[config.mk]
export PLATFORM = sky130hd
export DESIGN_NAME = newton_quadratic_root_core
export DESIGN_NICKNAME = d
export VERILOG_FILES = /design/src/rtl/nqr_pkg.sv /design/src/rtl/nqr_div.sv /design/src/rtl/newton_quadratic_root_core.sv
export VERILOG_INCLUDE_DIRS = /design/src /design/src/rtl
export SDC_FILE = /design/constraint.sdc
export NUM_CORES = 2
export LEC_CHECK = 0
export ABC_AREA = 1
export BUFFER_PORTS_ARGS = -buffer_cell sky130_fd_sc_hd__buf_2
export CORE_ASPECT_RATIO = 1.4
export CORE_MARGIN = 5
export CORE_UTILIZATION = 35
export CTS_BUF_LIST = sky130_fd_sc_hd__clkbuf_16
export CTS_CLUSTER_SIZE = 14
export DETAILED_ROUTE_END_ITERATION = 16
export PLACE_DENSITY_LB_ADDON = 0.05
export SYNTH_ARGS = -nofsm -noshare
export SYNTH_HDL_FRONTEND = slang
export SYNTH_SLANG_ARGS = --single-unit
export TNS_END_PERCENT = 100
[constraint.sdc]
create_clock -name clock -period 9.7 [get_ports clock]
set_input_delay 0.485 -clock clock [delete_from_list [all_inputs] [get_ports clock]]
set_output_delay 0.485 -clock clock [all_outputs]
set_load 0.05 [all_outputs]
[src/rtl/newton_quadratic_root_core_macros.svh]
// Assertion macros for the newton quadratic root RTL.
`ifndef NEWTON_QUADRATIC_ROOT_CORE_MACROS_SVH
`define NEWTON_QUADRATIC_ROOT_CORE_MACROS_SVH

// Same-cycle implication, disabled while reset is high.
`define NQR_ASSERT_NOW(label, clk, rst, ante, cons) \
   label: assert property (@(posedge clk) disable iff (rst) (ante) |-> (cons)) \
      else $error("nqr: same-cycle check failed");

// Next-cycle implication, disabled while reset is high.
`define NQR_ASSERT_NEXT(label, clk, rst, ante, cons) \
   label: assert property (@(posedge clk) disable iff (rst) (ante) |=> (cons)) \
      else $error("nqr: next-cycle check failed");

`endif

[src/rtl/nqr_pkg.sv]
// Package: widths, types, register codes and saturating fixed-point helpers.
package nqr_pkg;

   localparam int WORD_BITS     = 32;
   localparam int FRAC_BITS     = 16;
   localparam int PROD_BITS     = 2 * WORD_BITS;
   localparam int NUM_BITS      = WORD_BITS + FRAC_BITS;
   localparam int CNT_BITS      = $clog2(NUM_BITS + 1);
   localparam int TOL_BITS      = 16;
   localparam int LIMIT_BITS    = 20;
   localparam int CSR_IDX_BITS  = 3;
   localparam int CSR_DATA_BITS = 32;

   typedef logic signed [WORD_BITS-1:0] word_type;
   typedef logic [WORD_BITS-1:0]        mag_type;
   typedef logic [PROD_BITS-1:0]        prod_type;

   localparam word_type WORD_MAX = {1'b0, {(WORD_BITS-1){1'b1}}};
   localparam word_type WORD_MIN = {1'b1, {(WORD_BITS-1){1'b0}}};
   localparam prod_type MAG_LIMIT = {{WORD_BITS{1'b0}}, 1'b0, {(WORD_BITS-1){1'b1}}};

   localparam word_type                COEF_A_RESET = word_type'(65536);
   localparam word_type                COEF_B_RESET = '0;
   localparam word_type                COEF_C_RESET = '0;
   localparam logic [TOL_BITS-1:0]     TOL_RESET    = TOL_BITS'(1);
   localparam logic [LIMIT_BITS-1:0]   LIMIT_RESET  = LIMIT_BITS'(100000);

   typedef enum logic [CSR_IDX_BITS-1:0] {
      CSR_COEF_A     = 3'd0,
      CSR_COEF_B     = 3'd1,
      CSR_COEF_C     = 3'd2,
      CSR_TOLERANCE  = 3'd3,
      CSR_ITER_LIMIT = 3'd4
   } csr_idx_type;

   typedef enum logic [3:0] {
      ST_IDLE,
      ST_MUL_XX,
      ST_MUL_BX,
      ST_MUL_AX,
      ST_MUL_AXX,
      ST_SUM_F,
      ST_ADD_C,
      ST_DIV_GO,
      ST_DIV_WAIT,
      ST_CHECK,
      ST_DONE
   } nqr_state_type;

   typedef struct packed {
      logic                start;
      logic                neg;
      logic [NUM_BITS-1:0] num;
      mag_type             den;
   } div_req_type;

   typedef struct packed {
      logic     done;
      word_type quot;
   } div_rsp_type;

   function automatic mag_type mag_of(input word_type v);
      return v[WORD_BITS-1] ? mag_type'(-v) : mag_type'(v);
   endfunction

   // Signed value from sign and magnitude, saturated to the word.
   function automatic word_type from_mag(input logic neg, input prod_type m);
      word_type low;
      low = word_type'(m[WORD_BITS-1:0]);
      if (m > MAG_LIMIT) begin
         return neg ? WORD_MIN : WORD_MAX;
      end
      return neg ? -low : low;
   endfunction

   // Magnitude product scaled down by FRAC_BITS (or one less), truncated, saturated.
   function automatic word_type mul_sat(input prod_type p, input logic neg, input logic half);
      prod_type m;
      m = half ? (p >> (FRAC_BITS - 1)) : (p >> FRAC_BITS);
      return from_mag(neg, m);
   endfunction

   function automatic word_type sat_add(input word_type a, input word_type b);
      logic signed [WORD_BITS:0] s;
      s = {a[WORD_BITS-1], a} + {b[WORD_BITS-1], b};
      if (s[WORD_BITS] != s[WORD_BITS-1]) begin
         return s[WORD_BITS] ? WORD_MIN : WORD_MAX;
      end
      return word_type'(s[WORD_BITS-1:0]);
   endfunction

   function automatic word_type sat_sub(input word_type a, input word_type b);
      logic signed [WORD_BITS:0] s;
      s = {a[WORD_BITS-1], a} - {b[WORD_BITS-1], b};
      if (s[WORD_BITS] != s[WORD_BITS-1]) begin
         return s[WORD_BITS] ? WORD_MIN : WORD_MAX;
      end
      return word_type'(s[WORD_BITS-1:0]);
   endfunction

endpackage

[src/rtl/nqr_div.sv]
// Restoring divider, one quotient bit per cycle, signed saturated quotient.
module nqr_div
   import nqr_pkg::*;
(
   input  logic        clock,
   input  logic        reset,
   input  div_req_type div_req,
   output div_rsp_type div_rsp
);

   logic                busy_ff, busy_in;
   logic [CNT_BITS-1:0] cnt_ff, cnt_in;
   logic [NUM_BITS-1:0] acc_ff, acc_in;
   mag_type             rem_ff, rem_in;
   mag_type             den_ff;
   logic                neg_ff;

   logic [WORD_BITS:0]  trial;
   logic [WORD_BITS:0]  diff;
   logic                fits;

   // acc holds the remaining dividend bits on top, quotient bits shift in below
   assign trial = {rem_ff, acc_ff[NUM_BITS-1]};
   assign diff  = trial - {1'b0, den_ff};
   assign fits  = trial >= {1'b0, den_ff};

   always_comb begin
      busy_in = busy_ff;
      cnt_in  = cnt_ff;
      acc_in  = acc_ff;
      rem_in  = rem_ff;
      if (div_req.start) begin
         busy_in = 1'b1;
         cnt_in  = CNT_BITS'(NUM_BITS);
         acc_in  = div_req.num;
         rem_in  = '0;
      end else if (busy_ff) begin
         if (cnt_ff == '0) begin
            busy_in = 1'b0;
         end else begin
            cnt_in = cnt_ff - CNT_BITS'(1);
            acc_in = {acc_ff[NUM_BITS-2:0], fits};
            rem_in = fits ? diff[WORD_BITS-1:0] : trial[WORD_BITS-1:0];
         end
      end
   end

   always_ff @(posedge clock) begin
      if (reset) begin
         busy_ff <= 1'b0;
         cnt_ff  <= '0;
      end else begin
         busy_ff <= busy_in;
         cnt_ff  <= cnt_in;
      end
   end

   always_ff @(posedge clock) begin
      acc_ff <= acc_in;
      rem_ff <= rem_in;
      if (div_req.start) begin
         den_ff <= div_req.den;
         neg_ff <= div_req.neg;
      end
   end

   assign div_rsp.done = busy_ff && (cnt_ff == '0);
   assign div_rsp.quot = from_mag(neg_ff, prod_type'(acc_ff));

endmodule

[src/rtl/newton_quadratic_root_core.sv]
// Newton root finder for a*x^2+b*x+c in signed Q16.16, one shared multiplier and divider.
// Per Newton iteration: x*x, b*x, 2*a*x, a*x*x, f sum, add c, bit-serial divide, check;
// a request adds an accept and a hand-over state; a zero derivative skips the divide.
// Throughput: one transaction at a time; req_ready is high only while the sequencer idles.
// Reset (synchronous, active high): clears sequencer and response valid, loads register
// defaults a=1.0, b=0, c=0, tolerance=1, iteration limit=100000.
`include "newton_quadratic_root_core_macros.svh"

module newton_quadratic_root_core
   import nqr_pkg::*;
(
   input  logic                     clock,
   input  logic                     reset,
   // request channel
   input  logic                     req_valid,
   output logic                     req_ready,
   input  word_type                 req_start_guess,
   // response channel
   output logic                     rsp_valid,
   input  logic                     rsp_ready,
   output word_type                 rsp_root,
   output logic                     rsp_status,
   output logic [LIMIT_BITS-1:0]    rsp_iterations_used,
   // configuration writes
   input  logic                     csr_wr_en,
   input  logic [CSR_IDX_BITS-1:0]  csr_index,
   input  logic [CSR_DATA_BITS-1:0] csr_wdata
);

   // ---------------------------------------------------------------
   // Configuration registers
   // ---------------------------------------------------------------
   word_type              coef_a_ff, coef_b_ff, coef_c_ff;
   logic [TOL_BITS-1:0]   tol_ff;
   logic [LIMIT_BITS-1:0] limit_ff;

   always_ff @(posedge clock) begin
      if (reset) begin
         coef_a_ff <= COEF_A_RESET;
         coef_b_ff <= COEF_B_RESET;
         coef_c_ff <= COEF_C_RESET;
         tol_ff    <= TOL_RESET;
         limit_ff  <= LIMIT_RESET;
      end else if (csr_wr_en) begin
         unique case (csr_index)
            CSR_COEF_A:     coef_a_ff <= word_type'(csr_wdata);
            CSR_COEF_B:     coef_b_ff <= word_type'(csr_wdata);
            CSR_COEF_C:     coef_c_ff <= word_type'(csr_wdata);
            CSR_TOLERANCE:  tol_ff    <= csr_wdata[TOL_BITS-1:0];
            CSR_ITER_LIMIT: limit_ff  <= csr_wdata[LIMIT_BITS-1:0];
            default: ;      // unmapped index, write dropped
         endcase
      end
   end

   // ---------------------------------------------------------------
   // Iteration state
   // ---------------------------------------------------------------
   nqr_state_type         state_ff, state_in;

   word_type              x_ff;     // current estimate
   word_type              xx_ff;    // x*x
   word_type              bx_ff;    // b*x
   word_type              d_ff;     // f'(x) = 2*a*x + b
   word_type              f_ff;     // f(x)
   word_type              xn_ff;    // next estimate
   logic [LIMIT_BITS-1:0] n_ff;     // completed updates
   word_type              res_root_ff;
   logic                  res_status_ff;

   logic                  rsp_valid_ff;
   word_type              rsp_root_ff;
   logic                  rsp_status_ff;
   logic [LIMIT_BITS-1:0] rsp_iter_ff;

   // Shared multiplier: magnitudes multiply, sign and scale ride along.
   word_type              mul_op_a, mul_op_b;
   logic                  mul_half;
   prod_type              mul_prod_ff;
   logic                  mul_neg_ff;
   logic                  mul_half_ff;
   word_type              mul_res;

   div_req_type           div_req;
   div_rsp_type           div_rsp;

   // status terms
   logic                  limit_zero;
   logic                  d_zero;
   logic [LIMIT_BITS-1:0] n_next;
   logic                  at_limit;
   word_type              change;
   logic                  converged;

   // sequencer strobes
   logic ld_start, ld_xx, ld_bx, ld_d, ld_f_mul, ld_f_c, ld_xn;
   logic advance, fin_ok, fin_fail, ld_rsp;

   always_ff @(posedge clock) begin
      mul_prod_ff <= prod_type'(mag_of(mul_op_a)) * prod_type'(mag_of(mul_op_b));
      mul_neg_ff  <= mul_op_a[WORD_BITS-1] ^ mul_op_b[WORD_BITS-1];
      mul_half_ff <= mul_half;
   end

   // product of the previous cycle, truncated and saturated
   assign mul_res = mul_sat(mul_prod_ff, mul_neg_ff, mul_half_ff);

   nqr_div u_div (
      .clock   (clock),
      .reset   (reset),
      .div_req (div_req),
      .div_rsp (div_rsp)
   );

   assign limit_zero = (limit_ff == '0);
   assign d_zero     = (d_ff == '0);
   assign n_next     = n_ff + LIMIT_BITS'(1);
   assign at_limit   = (n_next == limit_ff);
   assign change     = sat_sub(xn_ff, x_ff);
   assign converged  = (mag_of(change) <= mag_type'(tol_ff));

   // ---------------------------------------------------------------
   // Sequencer: next state
   // ---------------------------------------------------------------
   always_comb begin
      state_in = state_ff;
      unique case (state_ff)
         ST_IDLE: begin
            if (req_valid) begin
               state_in = limit_zero ? ST_DONE : ST_MUL_XX;
            end
         end
         ST_MUL_XX:  state_in = ST_MUL_BX;
         ST_MUL_BX:  state_in = ST_MUL_AX;
         ST_MUL_AX:  state_in = ST_MUL_AXX;
         ST_MUL_AXX: state_in = ST_SUM_F;
         ST_SUM_F:   state_in = ST_ADD_C;
         ST_ADD_C:   state_in = d_zero ? ST_DONE : ST_DIV_GO;
         ST_DIV_GO:  state_in = ST_DIV_WAIT;
         ST_DIV_WAIT: begin
            if (div_rsp.done) begin
               state_in = ST_CHECK;
            end
         end
         ST_CHECK: begin
            state_in = (converged || at_limit) ? ST_DONE : ST_MUL_XX;
         end
         ST_DONE: begin
            if (!rsp_valid_ff || rsp_ready) begin
               state_in = ST_IDLE;
            end
         end
         default: state_in = ST_IDLE;
      endcase
   end

   // ---------------------------------------------------------------
   // Sequencer: outputs (operand select, load strobes, divider start)
   // ---------------------------------------------------------------
   always_comb begin
      req_ready   = 1'b0;
      mul_op_a    = x_ff;
      mul_op_b    = x_ff;
      mul_half    = 1'b0;
      ld_start    = 1'b0;
      ld_xx       = 1'b0;
      ld_bx       = 1'b0;
      ld_d        = 1'b0;
      ld_f_mul    = 1'b0;
      ld_f_c      = 1'b0;
      ld_xn       = 1'b0;
      advance     = 1'b0;
      fin_ok      = 1'b0;
      fin_fail    = 1'b0;
      ld_rsp      = 1'b0;
      div_req.start = 1'b0;
      div_req.neg   = f_ff[WORD_BITS-1] ^ d_ff[WORD_BITS-1];
      div_req.num   = {mag_of(f_ff), {FRAC_BITS{1'b0}}};
      div_req.den   = mag_of(d_ff);
      unique case (state_ff)
         ST_IDLE: begin
            req_ready = 1'b1;
            if (req_valid) begin
               ld_start = 1'b1;
               fin_fail = limit_zero;
            end
         end
         ST_MUL_XX: ;                       // x*x issued by default
         ST_MUL_BX: begin
            mul_op_a = coef_b_ff;
            ld_xx    = 1'b1;
         end
         ST_MUL_AX: begin
            mul_op_a = coef_a_ff;
            mul_half = 1'b1;                // 2*a*x: one fraction bit less
            ld_bx    = 1'b1;
         end
         ST_MUL_AXX: begin
            mul_op_a = coef_a_ff;
            mul_op_b = xx_ff;
            ld_d     = 1'b1;
         end
         ST_SUM_F:   ld_f_mul = 1'b1;
         ST_ADD_C: begin
            ld_f_c   = 1'b1;
            fin_fail = d_zero;
         end
         ST_DIV_GO:  div_req.start = 1'b1;
         ST_DIV_WAIT: ld_xn = div_rsp.done;
         ST_CHECK: begin
            fin_ok   = converged;
            advance  = !converged;
            fin_fail = !converged && at_limit;
         end
         ST_DONE:    ld_rsp = !rsp_valid_ff || rsp_ready;
         default: ;
      endcase
   end

   always_ff @(posedge clock) begin
      if (reset) begin
         state_ff <= ST_IDLE;
      end else begin
         state_ff <= state_in;
      end
   end

   // ---------------------------------------------------------------
   // Datapath registers
   // ---------------------------------------------------------------
   always_ff @(posedge clock) begin
      if (ld_start) begin
         x_ff <= req_start_guess;
         n_ff <= '0;
      end
      if (ld_xx) begin
         xx_ff <= mul_res;
      end
      if (ld_bx) begin
         bx_ff <= mul_res;
      end
      if (ld_d) begin
         d_ff <= sat_add(mul_res, coef_b_ff);
      end
      if (ld_f_mul) begin
         f_ff <= sat_add(mul_res, bx_ff);
      end
      if (ld_f_c) begin
         f_ff <= sat_add(f_ff, coef_c_ff);
      end
      if (ld_xn) begin
         xn_ff <= sat_sub(x_ff, div_rsp.quot);
      end
      if (state_ff == ST_CHECK) begin
         n_ff <= n_next;
      end
      if (advance) begin
         x_ff <= xn_ff;
      end
      if (fin_ok) begin
         res_root_ff   <= xn_ff;
         res_status_ff <= 1'b0;
      end
      if (fin_fail) begin
         res_root_ff   <= '0;
         res_status_ff <= 1'b1;
      end
   end

   // ---------------------------------------------------------------
   // Response register: holds a finished transaction until taken
   // ---------------------------------------------------------------
   always_ff @(posedge clock) begin
      if (reset) begin
         rsp_valid_ff <= 1'b0;
      end else if (ld_rsp) begin
         rsp_valid_ff <= 1'b1;
      end else if (rsp_ready) begin
         rsp_valid_ff <= 1'b0;
      end
   end

   always_ff @(posedge clock) begin
      if (ld_rsp) begin
         rsp_root_ff   <= res_root_ff;
         rsp_status_ff <= res_status_ff;
         rsp_iter_ff   <= n_ff;
      end
   end

   assign rsp_valid           = rsp_valid_ff;
   assign rsp_root            = rsp_root_ff;
   assign rsp_status          = rsp_status_ff;
   assign rsp_iterations_used = rsp_iter_ff;

   // ---------------------------------------------------------------
   // Assertions
   // ---------------------------------------------------------------
   `NQR_ASSERT_NEXT(a_busy_after_accept, clock, reset, req_valid && req_ready, !req_ready)
   `NQR_ASSERT_NOW(a_fail_root_zero, clock, reset, rsp_valid && rsp_status, rsp_root == '0)
   `NQR_ASSERT_NOW(a_iter_in_limit, clock, reset, rsp_valid, rsp_iterations_used <= limit_ff)
   `NQR_ASSERT_NOW(a_div_nonzero, clock, reset, div_req.start, div_req.den != '0)

endmodule

Yosys cells after proc, flatten, opt, wreduce, memory -nomap -nowiden
Cells that the tools add are included.
{ "totals": {"reg_bits": 621, "input_bits": 72, "output_inout_bits": 55, "wordCells": 186} }
{ "classes": {"mux": 82, "mul": 1, "n_bitwise": 3, "addsub": 15, "reduce_logical": 26, "n_lt_le_gt_ge": 4, "n_eq_ne": 24} }
{ "ops": {"columns": ["cell", "n"], "rows": [
  ["$mux 32", 33],
  ["$neg 32->32", 7],
  ["$mux 48", 3],
  ["$add 32x32->33", 3],
  ["$sub 32x32->33", 2],
  ["$mul 32x32->64", 1],
  ["$pmux 32 s2", 1],
  ["$gt 49x31->1 const B", 1],
  ["$mux 49", 1],
  ["$gt 48x31->1 const B", 1],
  ["$pmux 4 s11", 1],
  ["$mux 20", 2],
  ["$ge 33x32->1", 1],
  ["$le 32x16->1", 1],
  ["$logic_not 32->1", 1],
  ["$sub 32x32->32", 1],
  ["$mux 31", 1],
  ["$mux 1", 30],
  ["$mux 4", 6],
  ["$add 20x1->20 const B", 1],
  ["$eq 20x20->1", 1],
  ["$logic_not 20->1", 1],
  ["$mux 6", 3],
  ["$eq 4x3->1 const B", 4],
  ["other kinds (22)", 48]
]} }

Logic depth before layout (Yosys ltp)
{ "logic_depth": {"word_depth": 11, "mapped_depth": 56, "mapped_depth_nobuf": 55} }

Modules after synthesis
A second synthesis with hierarchy kept.
{ "unflattened": {"hier_cells": 9474, "area_unflattened_um2": 73312.8} }
{ "modules_own_cells": {"columns": ["module", "cells_per_inst", "seq_area_each_um2", "area_per_inst_um2", "instances"], "rows": [
  ["newton_quadratic_root_core", 8191, 12381.9, 64685.8, 1],
  ["nqr_div", 1283, 3213.1, 8627.0, 1]
]} }

Least setup slack after synthesis
No wires, ideal clock.
{ "synth_path": {"path_kind": "reg2reg", "startpoint": "reg state_ff[0]", "endpoint": "reg mul_prod_ff[53]", "stages_incl_launch_ff": 46, "synth_period_minus_slack_ns": 10.733, "setup_ns": 0.112, "setup_slack_ns": -1.033, "path_buffers": 2, "required_ns": 9.588, "arrival_ns": 10.621, "cell_sequence": "dfxtp_1 -> nand2_1 -> nor2_1 -> nor2_2 -> nand2_4 -> nand3_1 -> o21ai_2 -> clkbuf_1 -> ha_1 -> inv_1 -> nor2_1 -> inv_1 -> nor2_1 -> inv_1 -> nor2_1 -> a21oi_1 -> or2_2 -> nand2_1 -> [10 not listed] -> fa_1 -> inv_1 -> fa_1 -> inv_1 -> fa_1 -> inv_1 -> ha_1 -> nand2_1 -> nor2_1 -> nand2_1 -> nor4_1 -> a21oi_1 -> o31ai_1 -> nand3_1 -> nand2_1 -> nand2_1 -> nand3_1 -> nand2_1"} }
{ "synth_between": {"elab_chain_len": 6, "elab_cells_between_ends": 11, "classes_between": "add/sub (2); mul (1); eq/ne (3); mux (4); reduce/logical (1)"} }
{ "synth_rtl": {"columns": ["element", "line_no", "source"], "rows": [
  ["start, declared", "newton_quadratic_root_core.sv:59", "nqr_state_type state_ff, state_in;"],
  ["start signal, assigned", "newton_quadratic_root_core.sv:224", "state_ff <= state_in;"],
  ["$eq 4x3->1 / $eq 4x2->1 (equally long branches)", "newton_quadratic_root_core.sv:180", "unique case (state_ff)"],
  ["$reduce_or 2->1 (no source line)", null, null],
  ["$pmux 32 s2", "newton_quadratic_root_core.sv:180", null],
  ["$neg 32->32", "nqr_pkg.sv:63", "return v[WORD_BITS-1] ? mag_type'(-v) : mag_type'(v);"],
  ["$mux 32", "nqr_pkg.sv:63", null],
  ["$mul 32x32->64 *", "newton_quadratic_root_core.sv:100", "mul_prod_ff <= prod_type'(mag_of(mul_op_a)) * prod_type'(mag_of(mul_op_b));"],
  ["end signal, assigned", "newton_quadratic_root_core.sv:100", null],
  ["end, declared", "newton_quadratic_root_core.sv:79", "prod_type mul_prod_ff;"]
]} }
Every way passes the cells marked *; elsewhere a longest branch is shown, timed or not.
A chain may end at the register's enable or synchronous reset.

Worst setup path after layout
{ "layout_path": {"startpoint": "reg state_ff[3]", "endpoint": "reg mul_prod_ff[58]"} }
Same word-level chain as after synthesis.

==> results.py <==
metrics = {
    "timing": {
        "worstMarginPinSlew_ns": 1.25,
        "setup_viol": 0,
        "rsz0062_at_grt": "true",
        "slew_violations": 0,
        "whs_ns": 0.146,
        "maxSlewHeadroom_pct": 16.8,
        "fmax_ghz": 0.103,
        "fin_crit_ns": 9.67,
        "period_share_pct": 99.7,
        "fin_worst_skew_ns": 0.0370,
        "finalWorstSetupSlack_ns": 0.0269,
        "hold_violations": 0,
    },
    "cts": {
        "clock_latency_ns": 0.67,
        "cts-root-buf": "clkbuf_16",
        "path_clk_slew_ns": 0.07,
        "cts_sinks": 606,
        "ctsLongestPathBuffers": 3,
        "hold_buffers": 0,
        "cts_tree": "yes",
        "h-tree-depth": 3,
        "cts_buffers": 71,
    },
    "cells_and_area": {
        "syn2layout_area_growth_pct": 20.4,
        "regArea_um2": 15400,
        "largest-register": "mul_prod_ff",
        "fin_nets": 11309,
        "final_cell_mix": "1717 x nand2_1, 1622 x inv_1, 1191 x nor2_1",
        "drive_above_1_share_pct": 15.5,
        "top_regs": "mul_prod_ff (49), u_div.acc_ff (48)",
        "multiInputGateArea_um2": 50100,
        "final_common_cell": "nand2_1",
        "nFillCells": 21003,
        "largest_reg_flops": 49,
    },
    "worst_setup_path": {
        "crit_required_ns": 10.26,
        "endpoint_kind": "register",
        "cp_max_fo": 7,
        "cp-start-kind": "register",
        "max_stage_delay_ns": 0.65,
        "crit_top_cell": "inv_2",
        "critical_path_class": "reg2reg",
        "crit_slowest_cell": "fa_2",
        "reg2reg_slack_ns": 0.03,
        "cp.arrival_ns": 10.23,
    },
    "detailed_routing": {
        "route.vias.total": 63697,
        "routed_wl_um": 310000,
        "via_per_inst": 5.06,
        "drt_pass1_iterations": 5,
        "detail_route.wl_per_cell_um": 24.6,
        "drc": 0,
        "ant_nets": 0,
        "drtIter0Drc": 3621,
    },
    "synthesis": {
        "syn_area_um2": 71500,
        "synth-seq-cells": 606,
        "ys_types": 74,
        "ys_top_cells_by_area": "fa_1 25%, edfxtp_1 14%, nand2_1 9.3%",
        "synth_cells": 9091,
        "synth_top_cell_by_area": "fa_1",
        "synth-edff-count": 330,
        "async_flop_share_pct": 0,
        "synthFlopType": "edfxtp_1",
        "yosys_warnings": 0,
        "synth.top_cell.area_share_pct": 25.2,
        "synth_nets": 10542,
        "syn_avg_cell_area_um2": 7.87,
        "yosysSeqAreaShare_pct": 21.6,
    },
    "global_routing": {
        "antenna_found_initial": 5,
        "grt_pass1_vias": 67123,
        "gr-total-overflow": 0,
        "grtUsageTotal_pct": 28.6,
        "grt_pass1_wl_um": 444000,
        "grt_max_degree": 76,
    },
    "run_status": {
        "run_status": "completed",
    },
    "placement": {
        "dp_hpwl_um": 261000,
        "gp_congestion": 0.967,
        "io_buffers": 126,
        "place_ws_ns": -0.559,
    },
    "floorplan": {
        "ios": 127,
        "coreArea_um2": 204000,
        "start_util_pct": 35.2,
        "die_w_um": 392,
        "fp.dieArea_um2": 214000,
        "rows": 196,
        "die_h_um": 545,
    },
    "flow_run": {
        "maxCapViolations": 0,
    },
    "hold_path": {
        "hold_class": "in2reg",
    },
}
## cell families after synthesis
family	synth area share (%)
AND/OR/NAND/NOR	19.9
buffers and inverters	10.6
adder cells (fa/ha/maj)	33.6
AO/OA/AOI/OAI	9.56
flip-flops	21.6
XOR/XNOR	4.77
multiplexers	0.0560
## through the flow
stage / cell area (um2) / utilization (%) / TNS [ns] / std cells
after CTS: 84400 / 41.5 / -0.0593 / 12542
after floorplan: 71600 / - / 0 / 9091
after global routing: 86100 / 42.3 / -6.02 / 12590
after detailed placement: 81600 / 40.1 / -7.21 / 12407
final: 86100 / 42.3 / 0 / 12594
after global placement: 81600 / 40.1 / -7.30 / 12406
## worst max-delay path: cells and delay by family (launching register included)
kind	cells	cell delay, ns
adder cells (fa/ha/maj)	10	4.63
XOR/XNOR	2	0.27
buffers and inverters	16	1.67
flip-flops	1	0.32
AO/OA/AOI/OAI	9	1.37
AND/OR/NAND/NOR	14	1.25
## what timing repair did
action	in CTS	in global routing
pin swaps	9	106
gates cloned	0	6
resized for setup	109	326
endpoints found under the setup margin	33	41
buffers inserted	5	41
## layer usage
metal | share of wire [%] | track usage [%]
met2 | 53 | 54.3
met4 | 8.1 | 18.3
met5 | 0 | 0
met3 | 3.2 | 2.12
met1 | 36 | 30.2
## synth_stat cells (28+ instances only)
cell type	instances
nand2_1	1765
inv_1	1622
nor2_1	1246
fa_1	901
ha_1	478
o21ai_0	458
a21oi_1	383
edfxtp_1	330
xor2_1	283
dfxtp_1	276
nand3_1	263
clkbuf_1	231
xnor2_1	105
nor3_1	80
a22oi_1	52
buf_2	47
nor4_1	47
nand4_1	46
o22ai_1	44
o21a_1	39
a21oi_2	36
inv_2	33
a31oi_1	28
## area by class of cell
| class | instances | share of cell area, % |
|---|---|---|
| antenna | 5 | 0.0145 |
| clock buffer | 75 | 2.18 |
| clock inverter | 56 | 0.612 |
| inverter | 1675 | 7.34 |
| multi-input combinational | 6505 | 58.2 |
| sequential | 606 | 17.9 |
| tap | 2673 | 3.88 |
| timing repair buffer | 999 | 9.83 |
## final timing paths
check                      startpoint  depth (start not counted)               to
hold reg to reg       res_root_ff[27]                          0     rsp_root[27]
hold / removal    req_start_guess[13]                          3         x_ff[13]
setup / recovery          state_ff[3]                         51  mul_prod_ff[58]
setup reg to reg          state_ff[3]                         51  mul_prod_ff[58]
Power is left out: the tool's default activity adds up to more than one toggle a clock period on the data nets, which glitch-free logic cannot reach.
